File: config.mk
export PLATFORM = sky130hd
export DESIGN_NAME = servo_bank_slew_limiter
export DESIGN_NICKNAME = d
export VERILOG_FILES = /design/src/sv/sbsl_pkg.sv /design/src/sv/servo_bank_slew_limiter.sv /design/src/sv/sbsl_ram.sv /design/src/sv/sbsl_step.sv
export SDC_FILE = /design/constraint.sdc
export NUM_CORES = 2
export LEC_CHECK = 0
export BUFFER_PORTS_ARGS = -buffer_cell sky130_fd_sc_hd__buf_4
export CORE_MARGIN = 2
export CORE_UTILIZATION = 59
export CTS_BUF_LIST = sky130_fd_sc_hd__clkbuf_8
export DETAILED_ROUTE_END_ITERATION = 10
export PLACE_DENSITY_LB_ADDON = 0.2
export SLEW_MARGIN = 20
export SYNTH_ARGS = -nofsm -noshare
export SYNTH_HDL_FRONTEND = slang
export SYNTH_HIERARCHICAL = 1
export SYNTH_SLANG_ARGS = --single-unit
File: constraint.sdc
create_clock -name aclk -period 7.2 [get_ports aclk]
set_clock_uncertainty 0.2 [all_clocks]
set_input_delay 0.72 -clock aclk [delete_from_list [all_inputs] [get_ports aclk]]
set_output_delay 0.72 -clock aclk [all_outputs]
set_load 0.02 [all_outputs]
File: src/sv/sbsl_pkg.sv
// Package for the servo bank slew limiter: sizes, codes, the per-channel entry type
// and the start-up tables of the channel stores.
// Used by the top level, sbsl_step and the testbench; it depends on nothing.
package sbsl_pkg;

    localparam int CHANNELS       = 16;
    localparam int POSITION_BITS  = 12;
    localparam int STEP_BITS      = 8;
    localparam int CHAN_BITS      = 4;
    localparam int ADDR_BITS      = $clog2(CHANNELS);
    localparam int HOLD_BITS      = 10;
    localparam int CFG_DATA_BITS  = 12;
    localparam int CFG_INDEX_BITS = 2;

    localparam logic [HOLD_BITS-1:0]     RESET_POWER_HOLD     = 10'd200;
    localparam logic [POSITION_BITS-1:0] RESET_DEFAULT_TARGET = 12'd300;
    localparam logic [STEP_BITS-1:0]     RESET_DEFAULT_STEP   = 8'd1;

    localparam logic [1:0] CMD_SET_TARGET = 2'd0;
    localparam logic [1:0] CMD_TICK       = 2'd1;
    localparam logic [1:0] CMD_SET_LIMITS = 2'd2;

    localparam logic [CFG_INDEX_BITS-1:0] CFG_POWER_HOLD     = 2'd0;
    localparam logic [CFG_INDEX_BITS-1:0] CFG_DEFAULT_TARGET = 2'd1;
    localparam logic [CFG_INDEX_BITS-1:0] CFG_DEFAULT_STEP   = 2'd2;

    typedef enum logic [1:0] {
        ST_IDLE,
        ST_UPDATE,
        ST_TICK
    } state_t;

    typedef struct packed {
        logic [POSITION_BITS-1:0] high_limit;
        logic [POSITION_BITS-1:0] low_limit;
        logic [STEP_BITS-1:0]     step;
        logic [POSITION_BITS-1:0] target;
        logic [POSITION_BITS-1:0] position;
    } chan_entry_t;

    localparam int ENTRY_BITS = $bits(chan_entry_t);

    localparam logic [15:0] START_POS [16] = '{
        16'd300, 16'd300, 16'd300, 16'd300, 16'd100, 16'd100, 16'd270, 16'd300,
        16'd353, 16'd248, 16'd300, 16'd300, 16'd300, 16'd300, 16'd300, 16'd300
    };
    localparam logic [15:0] START_LOW [16] = '{
        16'd200, 16'd200, 16'd100, 16'd100, 16'd150, 16'd140, 16'd120, 16'd100,
        16'd280, 16'd230, 16'd100, 16'd100, 16'd100, 16'd100, 16'd100, 16'd100
    };
    localparam logic [15:0] START_HIGH [16] = '{
        16'd400, 16'd400, 16'd500, 16'd500, 16'd500, 16'd400, 16'd500, 16'd500,
        16'd405, 16'd320, 16'd500, 16'd500, 16'd500, 16'd500, 16'd500, 16'd500
    };
    localparam logic [STEP_BITS-1:0] START_STEP [16] = '{
        8'd1, 8'd1, 8'd1, 8'd1, 8'd1, 8'd1, 8'd1, 8'd1,
        8'd4, 8'd4, 8'd1, 8'd1, 8'd1, 8'd1, 8'd1, 8'd1
    };

    // Start-up contents of one channel entry; the tables repeat every sixteen channels.
    function automatic chan_entry_t reset_entry(input logic [ADDR_BITS-1:0] ch);
        chan_entry_t e;
        logic [3:0]  idx;
        idx          = 4'(ch);
        e.position   = START_POS[idx][POSITION_BITS-1:0];
        e.target     = START_POS[idx][POSITION_BITS-1:0];
        e.step       = START_STEP[idx];
        e.low_limit  = START_LOW[idx][POSITION_BITS-1:0];
        e.high_limit = START_HIGH[idx][POSITION_BITS-1:0];
        return e;
    endfunction

endpackage

File: src/sv/servo_bank_slew_limiter.sv
// Top level of the servo bank slew limiter: command sequencer, channel store,
// power-hold countdown and result register. Depends on sbsl_pkg, sbsl_ram, sbsl_step.
//
//  Channel   Direction  Handshake          Payload
//  s_        in         s_tvalid/s_tready  tuser: cmd; tdata: channel..limit_high
//  m_        out        m_tvalid/m_tready  tuser: drive_on; tdata: channel, position; tlast
//  cfg_      in         cfg_valid/ready    cfg_index, cfg_data
//
// A set-target or set-limits request reads the channel entry from the store and then
// writes the merged entry back. A tick walks the channels one a cycle through the
// single read port of the store while the result side takes each report, and waits
// while the result side stalls. Reset is synchronous; entries never written since
// reset read as their start-up values.
module servo_bank_slew_limiter (
    input  logic        aclk,
    input  logic        aresetn,
    input  logic        s_tvalid,
    output logic        s_tready,
    // Bits from 0: channel[3:0], target_position[15:4], step_size[23:16],
    // limit_low[35:24], limit_high[47:36].
    input  logic [47:0] s_tdata,
    // Bits from 0: cmd[1:0].
    input  logic [1:0]  s_tuser,
    output logic        m_tvalid,
    input  logic        m_tready,
    // Bits from 0: out_channel[3:0], out_position[15:4].
    output logic [15:0] m_tdata,
    // Bits from 0: drive_on[0].
    output logic        m_tuser,
    output logic        m_tlast,
    input  logic        cfg_valid,
    output logic        cfg_ready,
    input  logic [sbsl_pkg::CFG_INDEX_BITS-1:0] cfg_index,
    input  logic [sbsl_pkg::CFG_DATA_BITS-1:0]  cfg_data
);

    localparam int PB = sbsl_pkg::POSITION_BITS;
    localparam int AB = sbsl_pkg::ADDR_BITS;

    logic [sbsl_pkg::CHAN_BITS-1:0] in_channel;
    logic [PB-1:0]                  in_target;
    logic [sbsl_pkg::STEP_BITS-1:0] in_step;
    logic [PB-1:0]                  in_low;
    logic [PB-1:0]                  in_high;
    logic                           in_range;

    sbsl_pkg::state_t state_reg, state_next;
    logic [AB-1:0]                      pend_ch_reg, pend_ch_next;
    logic [sbsl_pkg::CHANNELS-1:0]      valid_reg, valid_next;
    logic [sbsl_pkg::HOLD_BITS-1:0]     countdown_reg, countdown_next;
    logic [sbsl_pkg::HOLD_BITS-1:0]     power_hold_reg;
    logic [PB-1:0]                      default_target_reg;
    logic [sbsl_pkg::STEP_BITS-1:0]     default_step_reg;
    logic                               m_tvalid_reg, m_tvalid_next;

    logic [1:0]                     cmd_reg;
    logic [PB-1:0]                  target_reg;
    logic [sbsl_pkg::STEP_BITS-1:0] step_reg;
    logic [PB-1:0]                  low_reg;
    logic [PB-1:0]                  high_reg;
    logic [sbsl_pkg::CHAN_BITS-1:0] out_channel_reg;
    logic [PB-1:0]                  out_position_reg;
    logic                           out_drive_reg;
    logic                           out_last_reg;

    logic                                req_load;
    logic                                out_load;
    logic                                ram_wr_en;
    logic                                ram_rd_en;
    logic [AB-1:0]                       ram_rd_addr;
    logic [sbsl_pkg::ENTRY_BITS-1:0]     ram_rd_data;
    sbsl_pkg::chan_entry_t               cur_entry;
    sbsl_pkg::chan_entry_t               wr_entry;
    logic [PB-1:0]                       new_position;

    assign in_channel = s_tdata[3:0];
    assign in_target  = s_tdata[15:4];
    assign in_step    = s_tdata[23:16];
    assign in_low     = s_tdata[35:24];
    assign in_high    = s_tdata[47:36];
    assign in_range   = 32'(in_channel) < sbsl_pkg::CHANNELS;

    assign cfg_ready = 1'b1;

    sbsl_ram #(
        .WIDTH (sbsl_pkg::ENTRY_BITS),
        .DEPTH (sbsl_pkg::CHANNELS)
    ) u_store (
        .aclk    (aclk),
        .wr_en   (ram_wr_en),
        .wr_addr (pend_ch_reg),
        .wr_data (wr_entry),
        .rd_en   (ram_rd_en),
        .rd_addr (ram_rd_addr),
        .rd_data (ram_rd_data)
    );

    assign cur_entry = valid_reg[pend_ch_reg] ? sbsl_pkg::chan_entry_t'(ram_rd_data)
                                              : sbsl_pkg::reset_entry(pend_ch_reg);

    sbsl_step u_step (
        .entry        (cur_entry),
        .new_position (new_position)
    );

    always_ff @(posedge aclk) begin
        if (!aresetn) begin
            state_reg          <= sbsl_pkg::ST_IDLE;
            pend_ch_reg        <= '0;
            valid_reg          <= '0;
            countdown_reg      <= sbsl_pkg::RESET_POWER_HOLD;
            m_tvalid_reg       <= 1'b0;
            power_hold_reg     <= sbsl_pkg::RESET_POWER_HOLD;
            default_target_reg <= sbsl_pkg::RESET_DEFAULT_TARGET;
            default_step_reg   <= sbsl_pkg::RESET_DEFAULT_STEP;
        end else begin
            state_reg     <= state_next;
            pend_ch_reg   <= pend_ch_next;
            valid_reg     <= valid_next;
            countdown_reg <= countdown_next;
            m_tvalid_reg  <= m_tvalid_next;
            if (cfg_valid) begin
                unique case (cfg_index)
                    sbsl_pkg::CFG_POWER_HOLD:     power_hold_reg <= cfg_data[9:0];
                    sbsl_pkg::CFG_DEFAULT_TARGET: default_target_reg <= cfg_data[PB-1:0];
                    sbsl_pkg::CFG_DEFAULT_STEP:   default_step_reg <= cfg_data[7:0];
                    default: ;
                endcase
            end
        end
    end

    always_ff @(posedge aclk) begin
        if (req_load) begin
            cmd_reg    <= s_tuser;
            target_reg <= (in_target != '0) ? in_target : default_target_reg;
            step_reg   <= (in_step != '0) ? in_step : default_step_reg;
            low_reg    <= in_low;
            high_reg   <= in_high;
        end
        if (out_load) begin
            out_channel_reg  <= sbsl_pkg::CHAN_BITS'(pend_ch_reg);
            out_position_reg <= new_position;
            out_drive_reg    <= (countdown_reg != '0);
            out_last_reg     <= (pend_ch_reg == AB'(sbsl_pkg::CHANNELS - 1));
        end
    end

    always_comb begin
        state_next     = state_reg;
        pend_ch_next   = pend_ch_reg;
        valid_next     = valid_reg;
        countdown_next = countdown_reg;
        m_tvalid_next  = m_tvalid_reg && !m_tready;
        s_tready       = 1'b0;
        req_load       = 1'b0;
        out_load       = 1'b0;
        ram_wr_en      = 1'b0;
        ram_rd_en      = 1'b0;
        ram_rd_addr    = pend_ch_reg;
        wr_entry       = cur_entry;

        unique case (state_reg)
            sbsl_pkg::ST_IDLE: begin
                s_tready = 1'b1;
                if (s_tvalid) begin
                    req_load = 1'b1;
                    unique case (s_tuser) inside
                        sbsl_pkg::CMD_SET_TARGET, sbsl_pkg::CMD_SET_LIMITS: begin
                            if (in_range) begin
                                pend_ch_next = AB'(in_channel);
                                ram_rd_en    = 1'b1;
                                ram_rd_addr  = AB'(in_channel);
                                state_next   = sbsl_pkg::ST_UPDATE;
                                if (s_tuser == sbsl_pkg::CMD_SET_TARGET) begin
                                    countdown_next = power_hold_reg;
                                end
                            end
                        end
                        sbsl_pkg::CMD_TICK: begin
                            if (countdown_reg != '0) begin
                                countdown_next = countdown_reg - 1'b1;
                            end
                            pend_ch_next = '0;
                            ram_rd_en    = 1'b1;
                            ram_rd_addr  = '0;
                            state_next   = sbsl_pkg::ST_TICK;
                        end
                        default: ;
                    endcase
                end
            end
            sbsl_pkg::ST_UPDATE: begin
                ram_wr_en = 1'b1;
                valid_next[pend_ch_reg] = 1'b1;
                if (cmd_reg == sbsl_pkg::CMD_SET_TARGET) begin
                    wr_entry.target = target_reg;
                    wr_entry.step   = step_reg;
                end else begin
                    wr_entry.low_limit  = low_reg;
                    wr_entry.high_limit = high_reg;
                end
                state_next = sbsl_pkg::ST_IDLE;
            end
            sbsl_pkg::ST_TICK: begin
                if (!m_tvalid_reg || m_tready) begin
                    ram_wr_en               = 1'b1;
                    valid_next[pend_ch_reg] = 1'b1;
                    wr_entry.position       = new_position;
                    out_load                = 1'b1;
                    m_tvalid_next           = 1'b1;
                    if (pend_ch_reg == AB'(sbsl_pkg::CHANNELS - 1)) begin
                        state_next = sbsl_pkg::ST_IDLE;
                    end else begin
                        pend_ch_next = pend_ch_reg + 1'b1;
                        ram_rd_en    = 1'b1;
                        ram_rd_addr  = pend_ch_reg + 1'b1;
                    end
                end
            end
            default: state_next = sbsl_pkg::ST_IDLE;
        endcase
    end

    assign m_tvalid = m_tvalid_reg;
    assign m_tdata  = {out_position_reg, out_channel_reg};
    assign m_tuser  = out_drive_reg;
    assign m_tlast  = out_last_reg;

endmodule

File: src/sv/sbsl_ram.sv
// Generic single-write, single-read synchronous RAM with a registered read port.
// Stand-alone; used for the channel store of the servo bank slew limiter.
module sbsl_ram #(
    parameter int WIDTH = 8,
    parameter int DEPTH = 16
) (
    input  logic                     aclk,
    input  logic                     wr_en,
    input  logic [$clog2(DEPTH)-1:0] wr_addr,
    input  logic [WIDTH-1:0]         wr_data,
    input  logic                     rd_en,
    input  logic [$clog2(DEPTH)-1:0] rd_addr,
    output logic [WIDTH-1:0]         rd_data
);

    logic [WIDTH-1:0] mem_reg [DEPTH];
    logic [WIDTH-1:0] rd_data_reg;

    always_ff @(posedge aclk) begin
        if (wr_en) begin
            mem_reg[wr_addr] <= wr_data;
        end
        if (rd_en) begin
            rd_data_reg <= mem_reg[rd_addr];
        end
    end

    assign rd_data = rd_data_reg;

endmodule

File: src/sv/sbsl_step.sv
// Slew step of one channel: moves the position by its step toward the target,
// stopping at the target, while the limit test passes. Depends on sbsl_pkg.
module sbsl_step (
    input  sbsl_pkg::chan_entry_t                entry,
    output logic [sbsl_pkg::POSITION_BITS-1:0]   new_position
);

    logic [sbsl_pkg::POSITION_BITS-1:0] p;
    logic [sbsl_pkg::POSITION_BITS-1:0] t;
    logic [sbsl_pkg::POSITION_BITS-1:0] s;
    logic [sbsl_pkg::POSITION_BITS-1:0] gap;
    logic                               moving;

    always_comb begin
        p      = entry.position;
        t      = entry.target;
        s      = sbsl_pkg::POSITION_BITS'(entry.step);
        moving = (p != t)
                 && ((entry.high_limit >= p) || (entry.high_limit >= t))
                 && ((entry.low_limit <= p) || (entry.low_limit <= t));
        gap    = (p < t) ? (t - p) : (p - t);
        new_position = p;
        if (moving) begin
            if (gap > s) begin
                new_position = (p < t) ? (p + s) : (p - s);
            end else begin
                new_position = t;
            end
        end
    end

endmodule

==> results.py <==
metrics = {
    "run_status": {
        "outcome": "finished clean",
    },
    "setup_path": {
        "rr_startpoint": "pend_ch_reg[2]$_SDFF_PN0_",
        "crit_fanout": 16,
        "worst_setup_path_start_kind": "flip-flop",
        "cp_slowest_stage_delay_ns": 0.57,
        "reg2reg_slack_ns": 0.40,
        "worstSetupPathType": "flip-flop to flip-flop",
        "worst-endpoint-arrival_ns": 7.24,
        "cpLargestDelayFamily": "compound AO/OA/AOI/OAI gates",
        "rr_worst_depth": 29,
        "r2r_end": "u_store/mem_reg[6][7]$_DFFE_PP_",
        "end_kind": "flip-flop",
        "crit_buf_inv": 7,
        "critPathRequiredTime_ns": 7.64,
        "cpMaxStageDelayCell": "mux4_2",
        "cpMostUsedCell": "buf_4",
    },
    "synthesis": {
        "synth_area_um2": 45200,
        "synth-compound-area-share_pct": 7.20,
        "synth_top_family_by_area": "multiplexers",
        "synthMuxAreaShare_pct": 12.2,
        "syn-num-nets": 2816,
        "synth-simple-area-share_pct": 4.65,
        "synth-adder-area-share_pct": 2.90,
        "synthFlopType": "edfxtp_1",
        "synth_edf_count": 1016,
        "async_flop_share_pct": 0,
        "synth_cells": 2644,
        "synth_xor_area_share_pct": 0.484,
        "yosysUniqueCellTypes": 76,
        "yosysSeqAreaShare_pct": 70.2,
        "syn_area_per_cell_um2": 17.1,
        "ys_ff_latch": 1079,
        "ys_warn_count": 6,
    },
    "sta": {
        "slew_viol_final": 0,
        "fmax_mhz": 147,
        "min_period_over_period_pct": 94.5,
        "max_slew_margin_pct": 26.1,
        "layout_min_cycle_time_ns": 6.80,
        "whs_ns": 0.0724,
        "setup_violations": 0,
        "worstMarginPinSlew_ns": 1.11,
        "hold_viol": 0,
    },
    "placed_design": {
        "hpwl_um": 72300,
        "gp_congestion": 1.01,
        "dp.cells": 3768,
        "port_buffers": 88,
        "placedInstanceArea_um2": 48000,
    },
    "min_path": {
        "hp-start": "s_tdata[1]",
        "holdPathStages": 3,
        "hold-path-endpoint": "pend_ch_reg[1]$_SDFF_PN0_",
        "hp-class": "primary input to flip-flop",
    },
    "grt": {
        "grt_usage_pct": 31.5,
        "grt_antenna_before_repair": 1,
        "grt_overflow": 0,
        "grt_max_degree": 69,
        "grt_pass1_wl_um": 176000,
        "grt_pass1_vias": 26500,
    },
    "clock_tree": {
        "cts.sinks": 1079,
        "cts_buffers": 168,
        "cts_tree": "yes",
        "clock_path_buffers": 3,
        "root_buffer": "clkbuf_8",
        "clkLatencyLatePin_ns": 0.84,
        "path_clk_slew_ns": 0.06,
        "h-tree-depth": 4,
    },
    "detailed_routing": {
        "vias": 26500,
        "drt-wirelength-per-cell_um": 29.3,
        "via_per_inst": 6.41,
        "initialDrtViolationCount": 3271,
        "routed_wl_um": 121000,
        "drtAntennaViolNets": 0,
        "route.detailed.drc": 0,
        "dr.pass1.iters": 6,
    },
    "pwr": {
        "peakVddDrop_v": 0.000219,
        "p_int_mw": 10.7,
        "switching_share_pct": 27.8,
        "p_seq_share_pct": 48.7,
        "clockPowerShare_pct": 32.2,
        "power_mw": 14.8,
        "cellPowerDensity_nw_per_um2": 285,
        "pwr-share-comb_pct": 19.1,
        "power.switching_mw": 4.11,
        "leakage_nw": 17.8,
    },
    "floorplan": {
        "initial_core_util_pct": 59.6,
        "rows": 101,
        "core-area_um2": 75900,
        "dieArea_um2": 78900,
        "chipHeight_um": 281,
        "ios": 90,
        "die_x_um": 281,
    },
    "layout": {
        "layout-drive-gt1-share_pct": 24.1,
        "area_growth_pct": 14.8,
        "largest_reg_flops": 896,
        "final_nets": 3156,
        "fill_cells": 4959,
        "layout_common_cells": "1,016 x edfxtp_1, 230 x mux4_2, 220 x buf_4, 200 x nand2_1, 172 x clkbuf_8",
        "instances_no_fill": 4143,
        "final_common_cell": "edfxtp_1",
        "fin_util_pct": 68.4,
        "final_area_um2": 51900,
    },
    "run": {
        "maxCapViolCount": 0,
    },
}
-- synth_stat cells, types with 18 or more instances --
master	count	area [um^2]
clkbuf_1	99	372
edfxtp_1	1016	30500
dfxtp_1	63	1260
nor2_1	106	398
buf_6	21	236
o21ai_0	108	541
ha_1	100	1250
inv_1	80	300
mux4_2	230	5180
xnor2_1	18	158
mux2i_1	32	320
a21o_1	37	278
a21oi_1	81	405
nand2_1	205	769
nor2b_1	21	131
a31oi_1	43	269
a22oi_1	114	856
o211ai_1	20	150
-- through the flow --
stage,TNS [ns],setup WS [ns]
after floorplan,0,0.208
after global placement,0,0.294
after detailed placement,0,0.0715
after CTS,0,0.0457
after global routing,-0.222,-0.0165
final,0,0.399
-- cells by family (layout without fill, tap and decap cells) --
kind of cell / after synthesis / count (layout)
flip-flops: 1079 / 1079
AO/OA/AOI/OAI: 494 / 494
AND/OR/NAND/NOR: 453 / 453
multiplexers: 264 / 264
buffers and inverters: 225 / 691
adder cells (fa/ha/maj): 103 / 103
XOR/XNOR: 25 / 25
other: 1 / 4
-- power by group through the flow --
stage / sequential, mW / combinational [mW] / clock, mW
detailed placement: 7.34 / 2.72 / 0
CTS: 7.21 / 2.76 / 4.85
finish: 7.21 / 2.82 / 4.76
floorplan: 7.31 / 1.74 / 0
global route: 7.21 / 3.04 / 5.10
global placement: 7.34 / 2.72 / 0
-- worst register-to-register path, delay by kind of cell (launching register included) --
family                     cells  cell delay [ns]
AOI/OAI and AO/OA             12             2.34
xor gates and xnor gates       1             0.17
adders and majority gates      2             0.53
buffers and inverters          7             1.54
DFF                            1             0.49
muxes                          3             0.84
and+or+nand+nor                4             0.52
-- final cells by class --
cell class                      instances  area, um^2  area share [%]
Antenna cell                            3        7.51          0.0145
Tap cell                             1030        1290            2.48
Inverter                               81         304           0.586
Timing Repair Buffer                  314        2810            5.40
Clock buffer                          172        2370            4.56
Sequential cell                      1079       31800            61.2
Clock inverter                        124         712            1.37
Multi-Input combinational cell       1340       12700            24.4
-- layer usage --
| metal | routed length, um | vias up | track usage, % | part of all wire, % |
|---|---|---|---|---|
| met5 | 0 | - | 0 | 0 |
| met2 | 56200 | 1435 | 47.8 | 46 |
| met4 | 3800 | 0 | 10.8 | 3.1 |
| li1 | - | 11300 | - | - |
| met1 | 48900 | 13600 | 46.1 | 40 |
| met3 | 12500 | 219 | 6.63 | 10 |
-- how the worst max path moves through the flow --
stage                                          from                                to  slack, ns  cells past startpoint
final                     pend_ch_reg[2]$_SDFF_PN0_   u_store/mem_reg[6][7]$_DFFE_PP_       0.40                     29
after global routing      pend_ch_reg[0]$_SDFF_PN0_   u_store/mem_reg[3][7]$_DFFE_PP_      -0.02                     28
after CTS                 pend_ch_reg[0]$_SDFF_PN0_  u_store/mem_reg[15][0]$_DFFE_PP_       0.05                     25
after detailed placement  pend_ch_reg[0]$_SDFF_PN0_  u_store/mem_reg[14][0]$_DFFE_PP_       0.07                     25
after global placement    pend_ch_reg[0]$_SDFF_PN0_  u_store/mem_reg[14][0]$_DFFE_PP_       0.29                     26
after floorplan           pend_ch_reg[0]$_SDFF_PN0_  u_store/mem_reg[0][10]$_DFFE_PP_       0.21                     29
-- repair_timing --
item	CTS	global route
resized for setup	0	16
endpoints found under the hold margin	80	0
buffers inserted	0	2
hold buffers	70	0
setup endpoints to repair	0	194
Power figures use the tool's default switching activity.
